**src/hw/rtl/ldd_pkg.sv**
```systemverilog
// ----------------------------------------------------------------------------
// ldd_pkg: shared types and constants of the light dip detector
// Item and result layouts, register indexes, widths and reset values.
// ----------------------------------------------------------------------------
`timescale 1ns / 1ps

package ldd_pkg;

  localparam int SAMPLE_BITS           = 12;
  localparam int WEIGHT_FRAC_BITS      = 16;
  localparam int WEIGHT_BITS           = WEIGHT_FRAC_BITS + 1;
  localparam int ACC_BITS              = SAMPLE_BITS + WEIGHT_FRAC_BITS;
  localparam int INDEX_BITS            = 10;
  localparam int LENGTH_BITS           = 11;
  localparam int COUNT_OUT_BITS        = 11;
  localparam int COUNTER_BITS          = 32;
  localparam int HISTORY_DEPTH_DEFAULT = 1024;

  localparam int CFG_INDEX_BITS = 8;
  localparam int CFG_DATA_BITS  = 32;

  localparam int QUEUE_DEPTH = 4;
  localparam int QPTR_BITS   = $clog2(QUEUE_DEPTH);
  localparam int QCNT_BITS   = $clog2(QUEUE_DEPTH + 1);

  localparam int S_TDATA_BITS = ((SAMPLE_BITS + INDEX_BITS + 7) / 8) * 8;

  localparam logic [CFG_INDEX_BITS-1:0] REG_SMOOTHING_WEIGHT = CFG_INDEX_BITS'(0);
  localparam logic [CFG_INDEX_BITS-1:0] REG_DIP_THRESHOLD    = CFG_INDEX_BITS'(1);
  localparam logic [CFG_INDEX_BITS-1:0] REG_RELEASE_MARGIN   = CFG_INDEX_BITS'(2);
  localparam logic [CFG_INDEX_BITS-1:0] REG_HISTORY_LENGTH   = CFG_INDEX_BITS'(3);

  localparam logic [WEIGHT_BITS-1:0] WEIGHT_ONE      = WEIGHT_BITS'(1) << WEIGHT_FRAC_BITS;
  localparam logic [WEIGHT_BITS-1:0] WEIGHT_RESET    = WEIGHT_BITS'(655);
  localparam logic [SAMPLE_BITS-1:0] THRESHOLD_RESET = SAMPLE_BITS'(228);
  localparam logic [SAMPLE_BITS-1:0] MARGIN_RESET    = SAMPLE_BITS'(68);
  localparam int                     LENGTH_RESET    = 1024;

  typedef enum logic {
    OP_SAMPLE,
    OP_READ
  } op_t;

  typedef struct packed {
    op_t                   op;
    logic [SAMPLE_BITS-1:0] sample;
    logic [INDEX_BITS-1:0]  index;
  } item_t;

  typedef struct packed {
    logic [WEIGHT_BITS-1:0] weight;
    logic [SAMPLE_BITS-1:0] threshold;
    logic [SAMPLE_BITS-1:0] margin;
  } cfg_t;

  // Declared from the highest field down, so smoothed_level sits in bit 0.
  typedef struct packed {
    logic                      history_valid;
    logic [SAMPLE_BITS-1:0]    history_value;
    logic [COUNT_OUT_BITS-1:0] samples_held;
    logic [COUNTER_BITS-1:0]   samples_seen;
    logic [COUNT_OUT_BITS-1:0] dips_in_window;
    logic [COUNTER_BITS-1:0]   dips_total;
    logic                      dip_finished;
    logic                      dip_active;
    logic [SAMPLE_BITS-1:0]    smoothed_level;
  } result_t;

  localparam int RESULT_BITS  = $bits(result_t);
  localparam int M_TDATA_BITS = ((RESULT_BITS + 7) / 8) * 8;

endpackage

```
**src/hw/rtl/ldd_queue.sv**
```systemverilog
// ----------------------------------------------------------------------------
// ldd_queue: short request queue
// Small FIFO between the input stage and the processing pipeline.
// ----------------------------------------------------------------------------
`timescale 1ns / 1ps

module ldd_queue import ldd_pkg::*; (
  input  logic  clk,
  input  logic  rst,
  input  logic  push,
  input  item_t push_item,
  output logic  full,
  input  logic  pop,
  output logic  valid,
  output item_t head
);

  item_t                slots [QUEUE_DEPTH];
  logic [QPTR_BITS-1:0] wr_ptr;
  logic [QPTR_BITS-1:0] rd_ptr;
  logic [QCNT_BITS-1:0] count;
  logic                 do_push;
  logic                 do_pop;

  assign full    = (count == QCNT_BITS'(QUEUE_DEPTH));
  assign valid   = (count != '0);
  assign head    = slots[rd_ptr];
  assign do_push = push && !full;
  assign do_pop  = pop && valid;

  always_ff @(posedge clk) begin
    if (rst) begin
      wr_ptr <= '0;
      rd_ptr <= '0;
      count  <= '0;
    end else begin
      if (do_push) begin
        wr_ptr <= wr_ptr + 1'b1;
      end
      if (do_pop) begin
        rd_ptr <= rd_ptr + 1'b1;
      end
      if (do_push && !do_pop) begin
        count <= count + 1'b1;
      end else if (do_pop && !do_push) begin
        count <= count - 1'b1;
      end
    end
  end

  always_ff @(posedge clk) begin
    if (do_push) begin
      slots[wr_ptr] <= push_item;
    end
  end

endmodule

```
**config.mk**
```make
export PLATFORM = sky130hd
export DESIGN_NAME = ldd_queue
export DESIGN_NICKNAME = d
export VERILOG_FILES = /design/src/hw/rtl/ldd_pkg.sv /design/src/hw/rtl/ldd_queue.sv
export SDC_FILE = /design/constraint.sdc
export NUM_CORES = 1
export LEC_CHECK = 0
export ABC_AREA = 1
export BUFFER_PORTS_ARGS = -buffer_cell sky130_fd_sc_hd__buf_4
export CORE_MARGIN = 1
export CORE_UTILIZATION = 51
export CTS_CLUSTER_DIAMETER = 30
export CTS_CLUSTER_SIZE = 8
export DETAILED_ROUTE_END_ITERATION = 16
export PLACE_DENSITY_LB_ADDON = 0.15
export SYNTH_ARGS = -nofsm -noshare
export SYNTH_HDL_FRONTEND = slang
export SYNTH_SLANG_ARGS = --single-unit
```
**constraint.sdc**
```tcl
create_clock -name clk -period 2.1 [get_ports clk]
set_input_delay 0.315 -clock clk [delete_from_list [all_inputs] [get_ports clk]]
set_output_delay 0.315 -clock clk [all_outputs]
set_load 0.005 [all_outputs]
```
==> results of run 1 <==
## per-layer routing
metal,share of wire [%],vias up,GRT usage (%),wire length [um]
li1,-,1162,-,-
met1,44,1156,23.2,3060
met2,49,69,29.6,3390
met3,4.8,16,3.89,333
met4,2.5,0,10.1,176
met5,0,-,0,0
## registers in the layout, summed over array words and instances (netlist names), named ones only
| signal | count |
|---|---|
| count | 3 |
| slots | 92 |
| wr_ptr | 2 |
| rd_ptr | 2 |
## per-stage QoR
stage	util (%)	setup slack, ps	hold WS, ps	power, mW	cell area, um2
after global routing	62.6	68.7	139	5.41	4590
final	62.6	165	145	5.13	4590
after floorplan	-	93.8	384	3.44	3930
after global placement	60.0	321	489	3.98	4400
after CTS	62.6	67.3	135	5.16	4590
after detailed placement	60.0	258	489	4.02	4400
## kinds of logic after synthesis
logic type / count (synthesis)
adders and majority gates: 6
xor gates and xnor gates: 1
and+or+nand+nor: 80
DFF: 101
buffers and inverters: 30
AOI/OAI and AO/OA: 73
## placed cells by master, fill, tap and decap left out, drive strengths merged, types with 5 or more instances in the layout
| master | count |
|---|---|
| buf | 59 |
| clkbuf | 14 |
| dfxtp | 9 |
| edfxtp | 92 |
| ha | 5 |
| inv | 17 |
| nand2 | 15 |
| nor2 | 60 |
| o21ai | 47 |
| o22ai | 23 |
## how the worst max path moves through the flow
stage	to	slack, ps	cells after the start
2_1_floorplan	slots[1][0]$_DFFE_PP_	90	4
3_3_place_gp	count[1]$_SDFFE_PP0P_	320	9
3_5_place_dp	count[1]$_SDFFE_PP0P_	260	9
4_1_cts	head[9]	70	4
5_1_grt	head[7]	70	4
6_report	head[17]	160	4
## synthesized netlist by cell type
master,n,area (um2)
o21ai_0,30,150
nand2_2,4,25.0
fa_1,1,20.0
inv_8,1,11.3
edfxtp_1,92,2760
nand2_1,11,41.3
dfxtp_1,9,180
inv_2,2,7.51
buf_2,4,20.0
nor2_1,59,221
clkbuf_2,1,5.00
ha_1,5,62.6
a21oi_1,3,15.0
xor2_1,1,8.76
inv_1,14,52.6
nand3b_1,1,7.51
nor2_2,1,6.26
buf_4,2,15.0
o22ai_1,23,144
o21ai_1,17,85.1
nand3_1,4,20.0
buf_6,6,67.6
## what timing repair did
item,in CTS,in global routing
endpoints found under the setup margin,0,9
hold buffers,0,0
endpoints found under the hold margin,0,0
gates resized for setup,0,1
## cell type report
type	instances	area [um2]
Inverter	17	71.3
Clock buffer	14	153
Fill cell	553	2740
Timing Repair Buffer	59	443
Clock inverter	2	35.0
Multi-Input combinational cell	160	817
Tap cell	99	124
Sequential cell	101	2950
## report_power, final
part	internal [mW]	switching [mW]	total (mW)
clock network	0.585	0.583	1.17
registers	2.45	0.0972	2.55
logic	0.611	0.802	1.41
## worst max-delay path, stage by stage (launching register included)
cell and delay [ps]:
dfxtp_2 400, buf_4 340, o21ai_0 150, o22ai_1 230
buf_4 150
==> reports/qor.txt, run 1 <==
Critical Path AT: 1620 ps
final WL: 6.96 mm
HPWL Detailed: 4.09 mm
clock latency on the worst-skew pair: 360 ps
Root Buffer: clkbuf_8
CTS Buf Count: 9
total track usage: 18.3%
CTS tree: yes
initial antenna violation count: 0
Vert. Die Dim: 89.8 um
Core Area: 7330 um2
Synth Register Bits: 101
vias in the first global route: 2300
clk slew on worst S/H paths: 90 ps
final-stage net count: 381
RSZ-0062 raised after global routing: false
drt wl/cell: 15.4 um
I/O pin count: 52
largest net degree at the start of global routing: 47
multiplexer share of the synthesized area: 0%
drt initial violations: 105
Die X: 89.8 um
leakage power: 1.67 nW
Tightest Hold Check Type: in -> reg
Crit Path Category: reg -> out
count of final setup violators: 0
Slew Viols, Final: 0
CP max FO: 32
post-synthesis xor/xnor area fraction: 0.223%
Detail Route Antenna Nets: 0
Fmax: 517 MHz
Hold Vio Cnt, Final: 0
first-pass GRT wire length: 11.2 mm
GRT overflow: 0
area fraction in and, or, nand and nor cells after synthesis: 8.18%
full die area: 8060 um2
share of post-route cells with drive strength above 1: 24.1%
area grow syn2layout: 16.8%
vias per cell: 5.32
hold depth: 2
routed vias: 2403
RR Startpoint: count[1]$_SDFFE_PP0P_
Post-Synth Adder-Cell Area: 2.10%
type of origin of the critical path: flop
main combinational cell family by area after synthesis: compound AO/OA/AOI/OAI gates
H-tree Lvls: 3
R2R setup slack: 270 ps
hold_sp: rst
FP Rows: 31
IO buf count: 51
Synthesis Warnings: 0
gpl congestion: 0.722
Tmin final: 1940 ps
Ant. Diodes: 0
syn avg cell area: 13.5 um2
Slew @ Worst Pin: 416 ps
post-synthesis compound-gate area fraction: 10.0%
max cap viols: 0
Finished Layout Cells: 452
Critical Path RT: 1780 ps
Tcrit/Tclk final: 92.2%
DR pass1 iterations: 4
Post-Syn Nets: 324
setup tns final: 0 ps
Cells after Synth: 291
Pwr per Cell Area: 1120 nW/um2
Max VDD drop: 0.611 mV
clock skew: 18.5 ps
Setup Fix Bufs, Post-CTS: 0
status: finished, final reports clean
Crit. End Element: primary output
placed cell count: 436
Synth cell types: 22
Critical R2R Capture: count[1]$_SDFFE_PP0P_
Slew headroom: 72.2%
synthesized area: 3930 um2
CTS Sinks: 101
Initial Utilization: 53.6%
R2R depth: 9
Max Root-Sink Buffers: 2
DRC: 0
register area share after synthesis: 74.9%
Note: power is estimated with default switching activity, not from simulation.
==> run 2, diff against run 1 <==
- CORE_ASPECT_RATIO: not set -> 1.4
- SKIP_CTS_REPAIR_TIMING: not set -> 1
==> reports/qor.txt, run 2 (synthesis gave the netlist of run 1 again) <==
Max Root-Sink Buffers: 2
M3 GR Usage: 5.19%
DR pass1 iterations: 4
RSZ-0062 raised after global routing: false
crit-path cells: buf_4, o21ai_0, o22ai_1, buf_4
Slew @ Worst Pin: 431 ps
cell repeated most along the worst path: buf_4
first-pass GRT wire length: 11.2 mm
Crit path buffers/inverters: 2
Fmax: 529 MHz
Critical Path RT: 1780 ps
Initial Utilization: 53.0%
area grow syn2layout: 18.3%
Vert. Die Dim: 106 um
Root Buffer: clkbuf_8
Critical Path AT: 1580 ps
vias per cell: 5.25
max reg flops: 92
most common cell after layout, fill and taps aside: edfxtp_1
Ant. Diodes: 0
final-stage net count: 384
share of post-route cells with drive strength above 1: 25.6%
CTS Sinks: 101
Min Hold Slack: 154 ps
clock latency on the worst-skew pair: 350 ps
Core Util, Final: 62.8%
drt wl/cell: 15.7 um
Levels on crit path: 4
full die area: 8060 um2
Slew headroom: 71.2%
drt initial violations: 176
initial antenna violation count: 0
Max VDD drop: 0.738 mV
hold depth: 2
type of origin of the critical path: flop
IO buf count: 51
CTS Buf Count: 9
Slew Viols, Final: 0
final WL: 7.10 mm
Pwr per Cell Area: 1140 nW/um2
Die X: 76.2 um
GRT overflow: 0
Tcrit/Tclk final: 90.0%
H-tree Lvls: 3
Crit path largest cell delay: 470 ps
vias in the first global route: 2329
total track usage: 18.9%
CTS tree: yes
commonest cells after routing, fill and taps aside: edfxtp_1 (92), buf_4 (61), nor2_1 (55), o21ai_0 (30), o22ai_1 (23)
FP Rows: 37
total net switching power: 1.53 mW
FILL cells: 580
grt met2 use: 32.7%
Tightest Hold Check Type: in -> reg
CP max stage cell: dfxtp_2
Top reg by flops: slots
status: finished, final reports clean
DRC: 0
largest net degree at the start of global routing: 47
Tmin final: 1890 ps
switching part of the total: 29.0%
Hold Vio Cnt, Final: 0
clk slew on worst S/H paths: 90 ps
Core Area: 7410 um2
Crit Path Category: reg -> out
CP max FO: 15
leakage power: 1.71 nW
Crit. End Element: primary output
critical path's top delay family: flip-flops
PnR Total Power: 5.28 mW
Internal Power: 3.75 mW
power share of the sequential group: 49.1%
routed vias: 2371
max cap viols: 0
clock skew: 10.1 ps
Detail Route Antenna Nets: 0
R2R depth: 9
I/O pin count: 52
gr busiest metal: met2
clock power share: 24.2%
met1 Usage GRT: 21.9%
power share of the combinational group: 26.7%
HPWL Detailed: 4.29 mm
top flop regs: slots: 92 flops, count: 3 flops
count of final setup violators: 0
gpl congestion: 0.796
==> run 2: cell types whose count changed in the layout (fill, tap and decap cells not counted), sizes merged <==
| cell | previous run | this run |
|---|---|---|
| clkinvlp | 0 | 1 |
| buf | 59 | 62 |
| bufinv | 1 | 2 |
| clkbuf | 14 | 9 |
| clkinv | 1 | 2 |
| inv | 17 | 18 |
==> run 2: through the flow <==
stage               cell area, um2  setup TNS, ps  setup WS, ps  std cells
finish                        4650              0           209        452
global route                  4650              0          83.1        452
CTS                           4640          -8.84         -6.84        452
detailed placement            4430              0           265        437
global placement              4430              0           309        437
floorplan                     3930              0          93.8        291
==> run 2: power by group through the flow <==
| stage | logic (mW) | clock network (mW) | registers, mW |
|---|---|---|---|
| after floorplan | 0.875 | 0 | 2.56 |
| after global placement | 1.39 | 0 | 2.62 |
| after detailed placement | 1.42 | 0 | 2.63 |
| after CTS | 1.43 | 1.31 | 2.59 |
| after global routing | 1.57 | 1.39 | 2.62 |
| final | 1.41 | 1.28 | 2.59 |
==> run 2: metal layers <==
layer / up-vias / routed length (um)
li1: 1168 / -
met1: 1145 / 2870
met2: 52 / 3870
met3: 6 / 266
met4: 0 / 80
met5: - / 0
==> run 2: final cells by class <==
| type | count | area (um2) | area share (%) |
|---|---|---|---|
| clock buffer | 9 | 124 | 2.66 |
| clock inverter | 6 | 86.3 | 1.86 |
| inverter | 17 | 73.8 | 1.59 |
| multi-input combinational | 160 | 817 | 17.6 |
| sequential | 101 | 2950 | 63.4 |
| tap | 97 | 121 | 2.61 |
| timing repair buffer | 62 | 478 | 10.3 |
==> run 2: worst paths after layout <==
check | slack [ps] | from | end
setup / recovery | 210 | flop | head[11]
hold reg to reg | 510 | rd_ptr[1]$_SDFFE_PP0P_ | rd_ptr[1]$_SDFFE_PP0P_
setup reg to reg | 240 | count[1]$_SDFFE_PP0P_ | count[1]$_SDFFE_PP0P_
hold / removal | 150 | rst | flop
