## config.mk

```make
export PLATFORM = sky130hd
export DESIGN_NAME = ldd_front
export DESIGN_NICKNAME = d
export VERILOG_FILES = /design/src/hw/rtl/ldd_pkg.sv /design/src/hw/rtl/ldd_front.sv
export SDC_FILE = /design/constraint.sdc
export NUM_CORES = 1
export LEC_CHECK = 0
export ABC_AREA = 1
export BUFFER_PORTS_ARGS = -buffer_cell sky130_fd_sc_hd__buf_4
export CAP_MARGIN = 20
export CORE_UTILIZATION = 38
export CTS_CLUSTER_DIAMETER = 50
export DETAILED_ROUTE_END_ITERATION = 8
export PLACE_DENSITY_LB_ADDON = 0.08
export SKIP_CTS_REPAIR_TIMING = 1
export SLEW_MARGIN = 20
export SYNTH_ARGS = -nofsm -noshare
export SYNTH_HDL_FRONTEND = slang
export SYNTH_SLANG_ARGS = --single-unit
```

## constraint.sdc

```tcl
create_clock -name clk -period 1.6 [get_ports clk]
set_input_delay 0.08 -clock clk [delete_from_list [all_inputs] [get_ports clk]]
set_output_delay 0.08 -clock clk [all_outputs]
set_load 0.05 [all_outputs]
```

## src/hw/rtl/ldd_pkg.sv

```systemverilog
// ----------------------------------------------------------------------------
// ldd_pkg: shared types and constants of the light dip detector
// Item and result layouts, register indexes, widths and reset values.
// ----------------------------------------------------------------------------
`timescale 1ns / 1ps

package ldd_pkg;

  localparam int SAMPLE_BITS           = 12;
  localparam int WEIGHT_FRAC_BITS      = 16;
  localparam int WEIGHT_BITS           = WEIGHT_FRAC_BITS + 1;
  localparam int ACC_BITS              = SAMPLE_BITS + WEIGHT_FRAC_BITS;
  localparam int INDEX_BITS            = 10;
  localparam int LENGTH_BITS           = 11;
  localparam int COUNT_OUT_BITS        = 11;
  localparam int COUNTER_BITS          = 32;
  localparam int HISTORY_DEPTH_DEFAULT = 1024;

  localparam int CFG_INDEX_BITS = 8;
  localparam int CFG_DATA_BITS  = 32;

  localparam int QUEUE_DEPTH = 4;
  localparam int QPTR_BITS   = $clog2(QUEUE_DEPTH);
  localparam int QCNT_BITS   = $clog2(QUEUE_DEPTH + 1);

  localparam int S_TDATA_BITS = ((SAMPLE_BITS + INDEX_BITS + 7) / 8) * 8;

  localparam logic [CFG_INDEX_BITS-1:0] REG_SMOOTHING_WEIGHT = CFG_INDEX_BITS'(0);
  localparam logic [CFG_INDEX_BITS-1:0] REG_DIP_THRESHOLD    = CFG_INDEX_BITS'(1);
  localparam logic [CFG_INDEX_BITS-1:0] REG_RELEASE_MARGIN   = CFG_INDEX_BITS'(2);
  localparam logic [CFG_INDEX_BITS-1:0] REG_HISTORY_LENGTH   = CFG_INDEX_BITS'(3);

  localparam logic [WEIGHT_BITS-1:0] WEIGHT_ONE      = WEIGHT_BITS'(1) << WEIGHT_FRAC_BITS;
  localparam logic [WEIGHT_BITS-1:0] WEIGHT_RESET    = WEIGHT_BITS'(655);
  localparam logic [SAMPLE_BITS-1:0] THRESHOLD_RESET = SAMPLE_BITS'(228);
  localparam logic [SAMPLE_BITS-1:0] MARGIN_RESET    = SAMPLE_BITS'(68);
  localparam int                     LENGTH_RESET    = 1024;

  typedef enum logic {
    OP_SAMPLE,
    OP_READ
  } op_t;

  typedef struct packed {
    op_t                   op;
    logic [SAMPLE_BITS-1:0] sample;
    logic [INDEX_BITS-1:0]  index;
  } item_t;

  typedef struct packed {
    logic [WEIGHT_BITS-1:0] weight;
    logic [SAMPLE_BITS-1:0] threshold;
    logic [SAMPLE_BITS-1:0] margin;
  } cfg_t;

  // Declared from the highest field down, so smoothed_level sits in bit 0.
  typedef struct packed {
    logic                      history_valid;
    logic [SAMPLE_BITS-1:0]    history_value;
    logic [COUNT_OUT_BITS-1:0] samples_held;
    logic [COUNTER_BITS-1:0]   samples_seen;
    logic [COUNT_OUT_BITS-1:0] dips_in_window;
    logic [COUNTER_BITS-1:0]   dips_total;
    logic                      dip_finished;
    logic                      dip_active;
    logic [SAMPLE_BITS-1:0]    smoothed_level;
  } result_t;

  localparam int RESULT_BITS  = $bits(result_t);
  localparam int M_TDATA_BITS = ((RESULT_BITS + 7) / 8) * 8;

endpackage

```

## src/hw/rtl/ldd_front.sv

```systemverilog
// ----------------------------------------------------------------------------
// ldd_front: input stage
// Takes input requests, decodes their kind and hands them to the queue.
// ----------------------------------------------------------------------------
`timescale 1ns / 1ps

module ldd_front import ldd_pkg::*; (
  input  logic                    clk,
  input  logic                    rst,
  input  logic                    s_tvalid,
  output logic                    s_tready,
  input  logic [S_TDATA_BITS-1:0] s_tdata,
  input  logic                    s_tuser,
  input  logic                    q_full,
  output logic                    q_push,
  output item_t                   q_item
);

  logic  held;
  item_t item;

  // Nothing is taken while reset is held, since reset would drop it.
  assign q_push   = held && !q_full;
  assign s_tready = !rst && (!held || !q_full);
  assign q_item   = item;

  always_ff @(posedge clk) begin
    if (rst) begin
      held <= 1'b0;
    end else if (s_tvalid && s_tready) begin
      held <= 1'b1;
    end else if (q_push) begin
      held <= 1'b0;
    end
  end

  always_ff @(posedge clk) begin
    if (s_tvalid && s_tready) begin
      item.op     <= s_tuser ? OP_READ : OP_SAMPLE;
      item.sample <= s_tdata[SAMPLE_BITS-1:0];
      item.index  <= s_tdata[SAMPLE_BITS +: INDEX_BITS];
    end
  end

endmodule

```

==> results of run 1 <==
## metal layers
metal / vias up / GRT usage, % / routed length [um]
li1: 280 / - / -
met1: 269 / 11.7 / 555
met2: 31 / 19.7 / 971
met3: 4 / 3.53 / 79
met4: 0 / 3.53 / 41
met5: - / 0 / 0
## metrics by stage
step	power, mW	cell area, um^2	cells
after floorplan	0.851	748	33
after global placement	0.940	1170	110
after global routing	1.28	1440	138
after detailed placement	0.942	1170	110
final	1.23	1440	138
after CTS	1.19	1200	114
## worst max-delay path, cell delays in order
cell and delay (ps):
dlygate4sd3_1 540, buf_4 140, inv_1 60, nand2_1 90, nor2_2 80, buf_4 280
## power breakdown
| group | internal [mW] | switching (mW) | leakage (nW) |
|---|---|---|---|
| registers | 0.719 | 0.00675 | 0.223 |
| logic | 0.114 | 0.137 | 0.381 |
| clock network | 0.0908 | 0.163 | 0.0154 |
| total | 0.924 | 0.307 | 0.620 |
## path summary, 6_finish.rpt
| kind | endpoint | cells after the start |
|---|---|---|
| max | q_item[6] | 6 |
| min | held | 3 |
| max reg2reg | q_item[6] | 4 |
| min reg2reg | held | 2 |
## placed cells by master, fill, tap and decap left out, types with 2 or more instances in the layout
cell type / n
edfxtp_1: 23
inv_1: 4
buf_4: 52
nand2_1: 2
dlygate4sd3_1: 24
clkbuf_4: 3
## registers in the layout, indices dropped and copies added (netlist names)
register / count
held: 1
q_item: 23
## final cells by class
cell class              instances  area, um^2
flip-flops and latches         24         711
repair buffers                 76         631
fillers                       110         347
well taps                      25        31.3
multi-input cells               5        22.5
clock buffers                   3        22.5
inverters                       4        15.0
clock inverters                 1        3.75
## cell families after synthesis
kind of cell           after synthesis  synth area share (%)
buffers and inverters                4                  2.01
AO/OA/AOI/OAI                        1                 0.668
flip-flops                          24                  95.0
AND/OR/NAND/NOR                      4                  2.34
==> impl_metrics.toml, run 1 <==
[yosys]
synth-seq-cells = 24
yosys_warnings = 0
yosysTopAreaCell = "edfxtp_1"
synth_area_leaders = "edfxtp_1 92%, dfxtp_1 2.7%, inv_1 2.0%"
ys_seq_area_share_pct = 95.0
synth_area_per_cell_um2 = 22.7
async_reset_ff_share_pct = 0
synthesis.nets = 62
synth_most_common_cell = "edfxtp_1"
synth.distinct_cells = 7
synth_edf_count = 23
netlist_area_um2 = 748
synth_common_cells = "23 x edfxtp_1, 4 x inv_1, 2 x nand2_1"
synth_top_area_share_pct = 92.3
synth_flop_cell = "edfxtp_1"
synthCells = 33

[routing]
drc = 0
wirelength_mm = 1.65
antenna_left = 0
drt_iter0_drc = 1
via_count = 584
viasPerCell = 4.23
dr.pass1.iters = 4
wl_per_cell_um = 11.9

[worst_setup_path]
critPathMaxFanout = 23
required_ps = 1590
start_kind = "input pin"
cp-end-kind = "flip-flop"
critPathArrivalTime_ps = 1280
path_class = "input pin to flip-flop"
crit_path_start = "rst"
r2r_start = "held"
reg2reg_slack_ps = 410

[sta]
relSlewSlack_pct = 81.5
worstMarginPinSlew_ps = 278
min_period_over_period_pct = 80.6
clock_skew_ps = 0.951
finalSetupTns_ps = 0
worst_slack_ps = 311
max_freq_mhz = 776
rsz0062_at_grt = "false"
setup-violations-final = 0
maxSlewViolCount = 0
layout_min_cycle_time_ps = 1290
holdWs_ps = 46.3
hold_viol = 0

[grt]
grt_pass1_wl_mm = 1.59
grt_max_degree = 24
grt.total_usage_pct = 10.9
grt_pass1_vias = 387
antenna_found_initial = 0
grt_overflow = 0

[power]
powerDensity_mw_per_mm2 = 857
leakage_nw = 0.620
ir_drop_mv = 0.591

[cells_and_area]
utilization_pct = 80.6
fin_nets = 143
synthToLayoutAreaGrowth_pct = 92.0
drive_above_1_share_pct = 49.6
diodes = 0

[clocking]
clk_pin_slew_ps = 120
cts_root_buffer = "clkbuf_4"
cts_buffer_depth = 2
cts-buffers-inserted = 3
cts_tree = "yes"
clock_latency_ps = 300
htree_levels = 1
cts.sinks = 24

[floorplan]
core_mm2 = 0.00178
start_util_pct = 42.0
die_y_um = 46.4
dieArea_mm2 = 0.00215
num_io_pins = 54
rows = 15
die_w_um = 46.4

[min_path]
hold_start = "s_tvalid"
hp-class = "input pin to flip-flop"

[run]
max_cap_violations = 0

[outcome]
outcome = "finished clean"

[placed_design]
port_buffers = 51
gp_routability_congestion = 0.696
dp_slack_ps = 456
(Power assumes the default switching activity.)
==> inputs of run 2 (changes only) <==
==> constraint.sdc (replaced) <==
create_clock -name clk -period 1.2 [get_ports clk]
set_input_delay 0.06 -clock clk [delete_from_list [all_inputs] [get_ports clk]]
set_output_delay 0.06 -clock clk [all_outputs]
set_load 0.05 [all_outputs]
==> run 2 against run 1 <==
Compared with the run above: core utilization rose by 1.4 points; sequential power grew 33%; critical path type is now flip-flop to output port; clock skew up 5.6 ps; sequential cell count unchanged; cell count is 0.72% higher; setup slack lost 260 ps; design area rose by 1.7%; highest routed layer unchanged.
==> impl_metrics.toml, run 2 (synthesis results as in run 1) <==
[grt]
grt_pass1_vias = 414
grt_pass1_wl_mm = 1.71
grt_overflow = 0
grt_max_degree = 16
grt.total_usage_pct = 12.3
antenna_found_initial = 0

[cells_and_area]
drive_above_1_share_pct = 50.0
diodes = 0
utilization_pct = 82.0
stdcell_count = 139
largest_reg_flops = 23
final_common_cell = "buf_4"
layout_common_cells = "52 x buf_4, 24 x dlygate4sd3_1, 23 x edfxtp_1"
fin_nets = 144
synthToLayoutAreaGrowth_pct = 95.3

[sta]
layout_min_cycle_time_ps = 1150
worstMarginPinSlew_ps = 151
holdWs_ps = 47.2
hold_viol = 0
setup-violations-final = 0
maxSlewViolCount = 0
relSlewSlack_pct = 90.0
clock_skew_ps = 6.57
min_period_over_period_pct = 95.9
worst_slack_ps = 49.3
max_freq_mhz = 869

[floorplan]
dieArea_mm2 = 0.00215
rows = 15
core_mm2 = 0.00178
die_y_um = 46.4
die_w_um = 46.4
num_io_pins = 54
start_util_pct = 42.0

[routing]
drc = 0
drt_iter0_drc = 2
antenna_left = 0
wl_per_cell_um = 12.1
dr.pass1.iters = 3
wirelength_mm = 1.68
via_count = 581
viasPerCell = 4.18

[placed_design]
gp_routability_congestion = 0.670
place_inst = 111
dp_slack_ps = 120
dp_hpwl_um = 976
port_buffers = 51

[outcome]
outcome = "finished clean"

[clocking]
cts.sinks = 24
cts_tree = "yes"
cts_buffer_depth = 2
cts_root_buffer = "clkbuf_4"
clk_pin_slew_ps = 120
cts-buffers-inserted = 3
clock_latency_ps = 300
htree_levels = 1

[worst_setup_path]
critPathArrivalTime_ps = 1090
path_delay_family = "flip-flops"
required_ps = 1140
critPathMaxFanout = 2
max_stage_delay_ps = 350
cp-end-kind = "output port"
path_class = "flip-flop to output port"
start_kind = "flip-flop"
worst_path_max_delay_cell = "dfxtp_1"
crit_path_cell_trace = "nand2_1, nand2_1, inv_1, buf_4"
critPathBufInv = 2
cpMostUsedCell = "nand2_1"

[power]
ir_drop_mv = 0.732
powerDensity_mw_per_mm2 = 1130
leakage_nw = 0.629
power_mw = 1.66

[run]
max_cap_violations = 0

[min_path]
hp-class = "input pin to flip-flop"
run 2: layout make-up:
type                       count  area [um^2]
clock buffer                   3         22.5
clock inverter                 1         3.75
fill                          95          322
inverter                       4         15.0
multi-input combinational      5         27.5
sequential                    24          711
tap                           25         31.3
timing repair buffer          77          651
run 2: metrics by stage:
step                instance area [um^2]  setup TNS (ps)
global route                        1460           -22.8
global placement                    1190               0
finish                              1460               0
floorplan                            753               0
detailed placement                  1190               0
CTS                                 1220               0
run 2: path summary, 6_finish.rpt:
path         startpoint         to  slack (ps)  cells after the start
max reg2reg        held  q_item[3]         110                      4
min reg2reg        held       held         500                      2
max                held   s_tready          50                      4
min              q_full       held          50                      3
run 2: where the power goes:
part | switching [mW] | internal, mW | total [mW]
registers | 0.00938 | 0.959 | 0.968
clock network | 0.220 | 0.121 | 0.342
logic | 0.186 | 0.159 | 0.346
total | 0.416 | 1.24 | 1.66
run 2: worst reg2reg max path, delay by kind of cell, from the launching register on:
kind	cells	cell delay (ps)
buf+inv	1	190
flops	1	330
simple gates	3	310
run 2: per-layer routing:
metal / track usage (%) / share of wire (%) / wire length, um
met4: 7.06 / 1.4 / 24
met3: 5.10 / 5.3 / 89
met1: 10.7 / 33 / 557
met5: 0 / 0 / 0
met2: 22.8 / 60 / 1010
==> inputs of run 3 (changes only) <==
--- a/config.mk
+++ b/config.mk
@@ -11,7 +11,9 @@
 export CORE_UTILIZATION = 38
 export CTS_CLUSTER_DIAMETER = 50
 export DETAILED_ROUTE_END_ITERATION = 8
+export MAX_ROUTING_LAYER = met4
 export PLACE_DENSITY_LB_ADDON = 0.08
+export SETUP_SLACK_MARGIN = 0.1
 export SKIP_CTS_REPAIR_TIMING = 1
 export SLEW_MARGIN = 20
 export SYNTH_ARGS = -nofsm -noshare
==> run 3 against run 2 <==
Compared with the run above: sequential cell count stayed put; highest routed layer unchanged; largest cell class unchanged; register-to-register slack better by 70 ps; first-iteration DRC count rose to 6.0 times the previous value.
==> impl_metrics.toml, run 3 (synthesis results as in run 1) <==
[worst_setup_path]
r2r_cells = 4
max_stage_delay_ps = 340
crit_path_start = "held"
required_ps = 1140
path_depth = 4
worst_path_max_delay_cell = "dfxtp_2"
crit_path_cell_trace = "nand2_2, nand2_2, inv_1, buf_6"
cp-endpoint = "s_tready"
path_class = "flip-flop to output port"
cpMostUsedCell = "nand2_2"
critPathArrivalTime_ps = 990
r2r_start = "held"
start_kind = "flip-flop"
reg2reg_slack_ps = 180
critPathBufInv = 2
critPathMaxFanout = 2
cp-end-kind = "output port"
reg2reg_to = "q_item[9]"
path_delay_family = "flip-flops"

[floorplan]
die_y_um = 46.4
dieArea_mm2 = 0.00215
rows = 15
start_util_pct = 42.0
die_w_um = 46.4
core_mm2 = 0.00178
num_io_pins = 54

[clocking]
cts_tree = "yes"
cts.sinks = 24
clk_pin_slew_ps = 110
clock_latency_ps = 290
cts_buffer_depth = 2
cts-buffers-inserted = 3
htree_levels = 1
cts_root_buffer = "clkbuf_4"

[routing]
via_count = 581
dr.pass1.iters = 4
drt_iter0_drc = 12
antenna_left = 0
viasPerCell = 4.18
wl_per_cell_um = 10.8
drc = 0
wirelength_mm = 1.50

[placed_design]
gp_routability_congestion = 0.608
port_buffers = 51

[sta]
clock_skew_ps = 2.35
setup-violations-final = 0
finalSetupTns_ps = 0
holdWs_ps = 37.5
hold_viol = 0
layout_min_cycle_time_ps = 1050
relSlewSlack_pct = 90.0
worstMarginPinSlew_ps = 151
maxSlewViolCount = 0
max_freq_mhz = 953
rsz0062_at_grt = "false"
min_period_over_period_pct = 87.5

[run]
max_cap_violations = 0

[cells_and_area]
largest_reg_flops = 23
synthToLayoutAreaGrowth_pct = 97.5
fin_nets = 144
fillers = 104
layout_common_cells = "50 x buf_4, 24 x dlygate4sd3_1, 23 x edfxtp_1"
utilization_pct = 82.9
final_common_cell = "buf_4"
diodes = 0
drive_above_1_share_pct = 53.5

[grt]
grt_pass1_wl_mm = 1.68
grt_pass1_vias = 406
grt.total_usage_pct = 12.3
antenna_found_initial = 0
grt_max_degree = 17
grt_overflow = 0

[power]
ir_drop_mv = 0.829
powerDensity_mw_per_mm2 = 1120
leakage_nw = 0.631

[min_path]
hp-class = "input pin to flip-flop"

[outcome]
outcome = "finished clean"
-- run 3: metrics by stage --
step / power, mW / cells / instance area, um^2 / setup WS (ps)
detailed placement: 1.27 / 111 / 1200 / 187
finish: 1.65 / 139 / 1480 / 150
CTS: 1.61 / 115 / 1230 / 122
global route: 1.71 / 139 / 1480 / 96.2
floorplan: 1.14 / 33 / 759 / 27.4
global placement: 1.27 / 111 / 1200 / 189
-- run 3: metal layers --
metal  vias up  track usage [%]  part of all wire [%]
met5         -                -                     0
met4         0             7.06                  0.67
met3         2             3.53                   7.1
met2        32             20.8                    57
met1       263             12.4                    36
li1        284                -                     -
-- run 3: layout make-up --
type,count,area [um^2],share of cell area [%]
multi-input combinational,5,35.0,2.37
inverter,4,15.0,1.02
clock buffer,4,26.3,1.78
sequential,24,712,48.2
tap,25,31.3,2.12
timing repair buffer,77,658,44.5
-- run 3: how the worst min path moves through the flow --
| stage | startpoint | cells after the start | end | slack, ps |
|---|---|---|---|---|
| after floorplan | rst | 1 | held | 120 |
| after global placement | rst | 2 | held | 220 |
| after detailed placement | rst | 2 | held | 230 |
| after CTS | rst | 2 | held | -110 |
| after global routing | q_full | 3 | held | 40 |
| final | q_full | 3 | held | 40 |
-- run 3: worst min-delay path: stages --
cell	delay [ps]
buf_4	120
nand2_2	70
a21oi_1	60
-- run 3: power by group --
group	leakage [nW]	switching (mW)	internal, mW
clock network	0.0150	0.206	0.129
logic	0.393	0.184	0.163
registers	0.223	0.00946	0.959
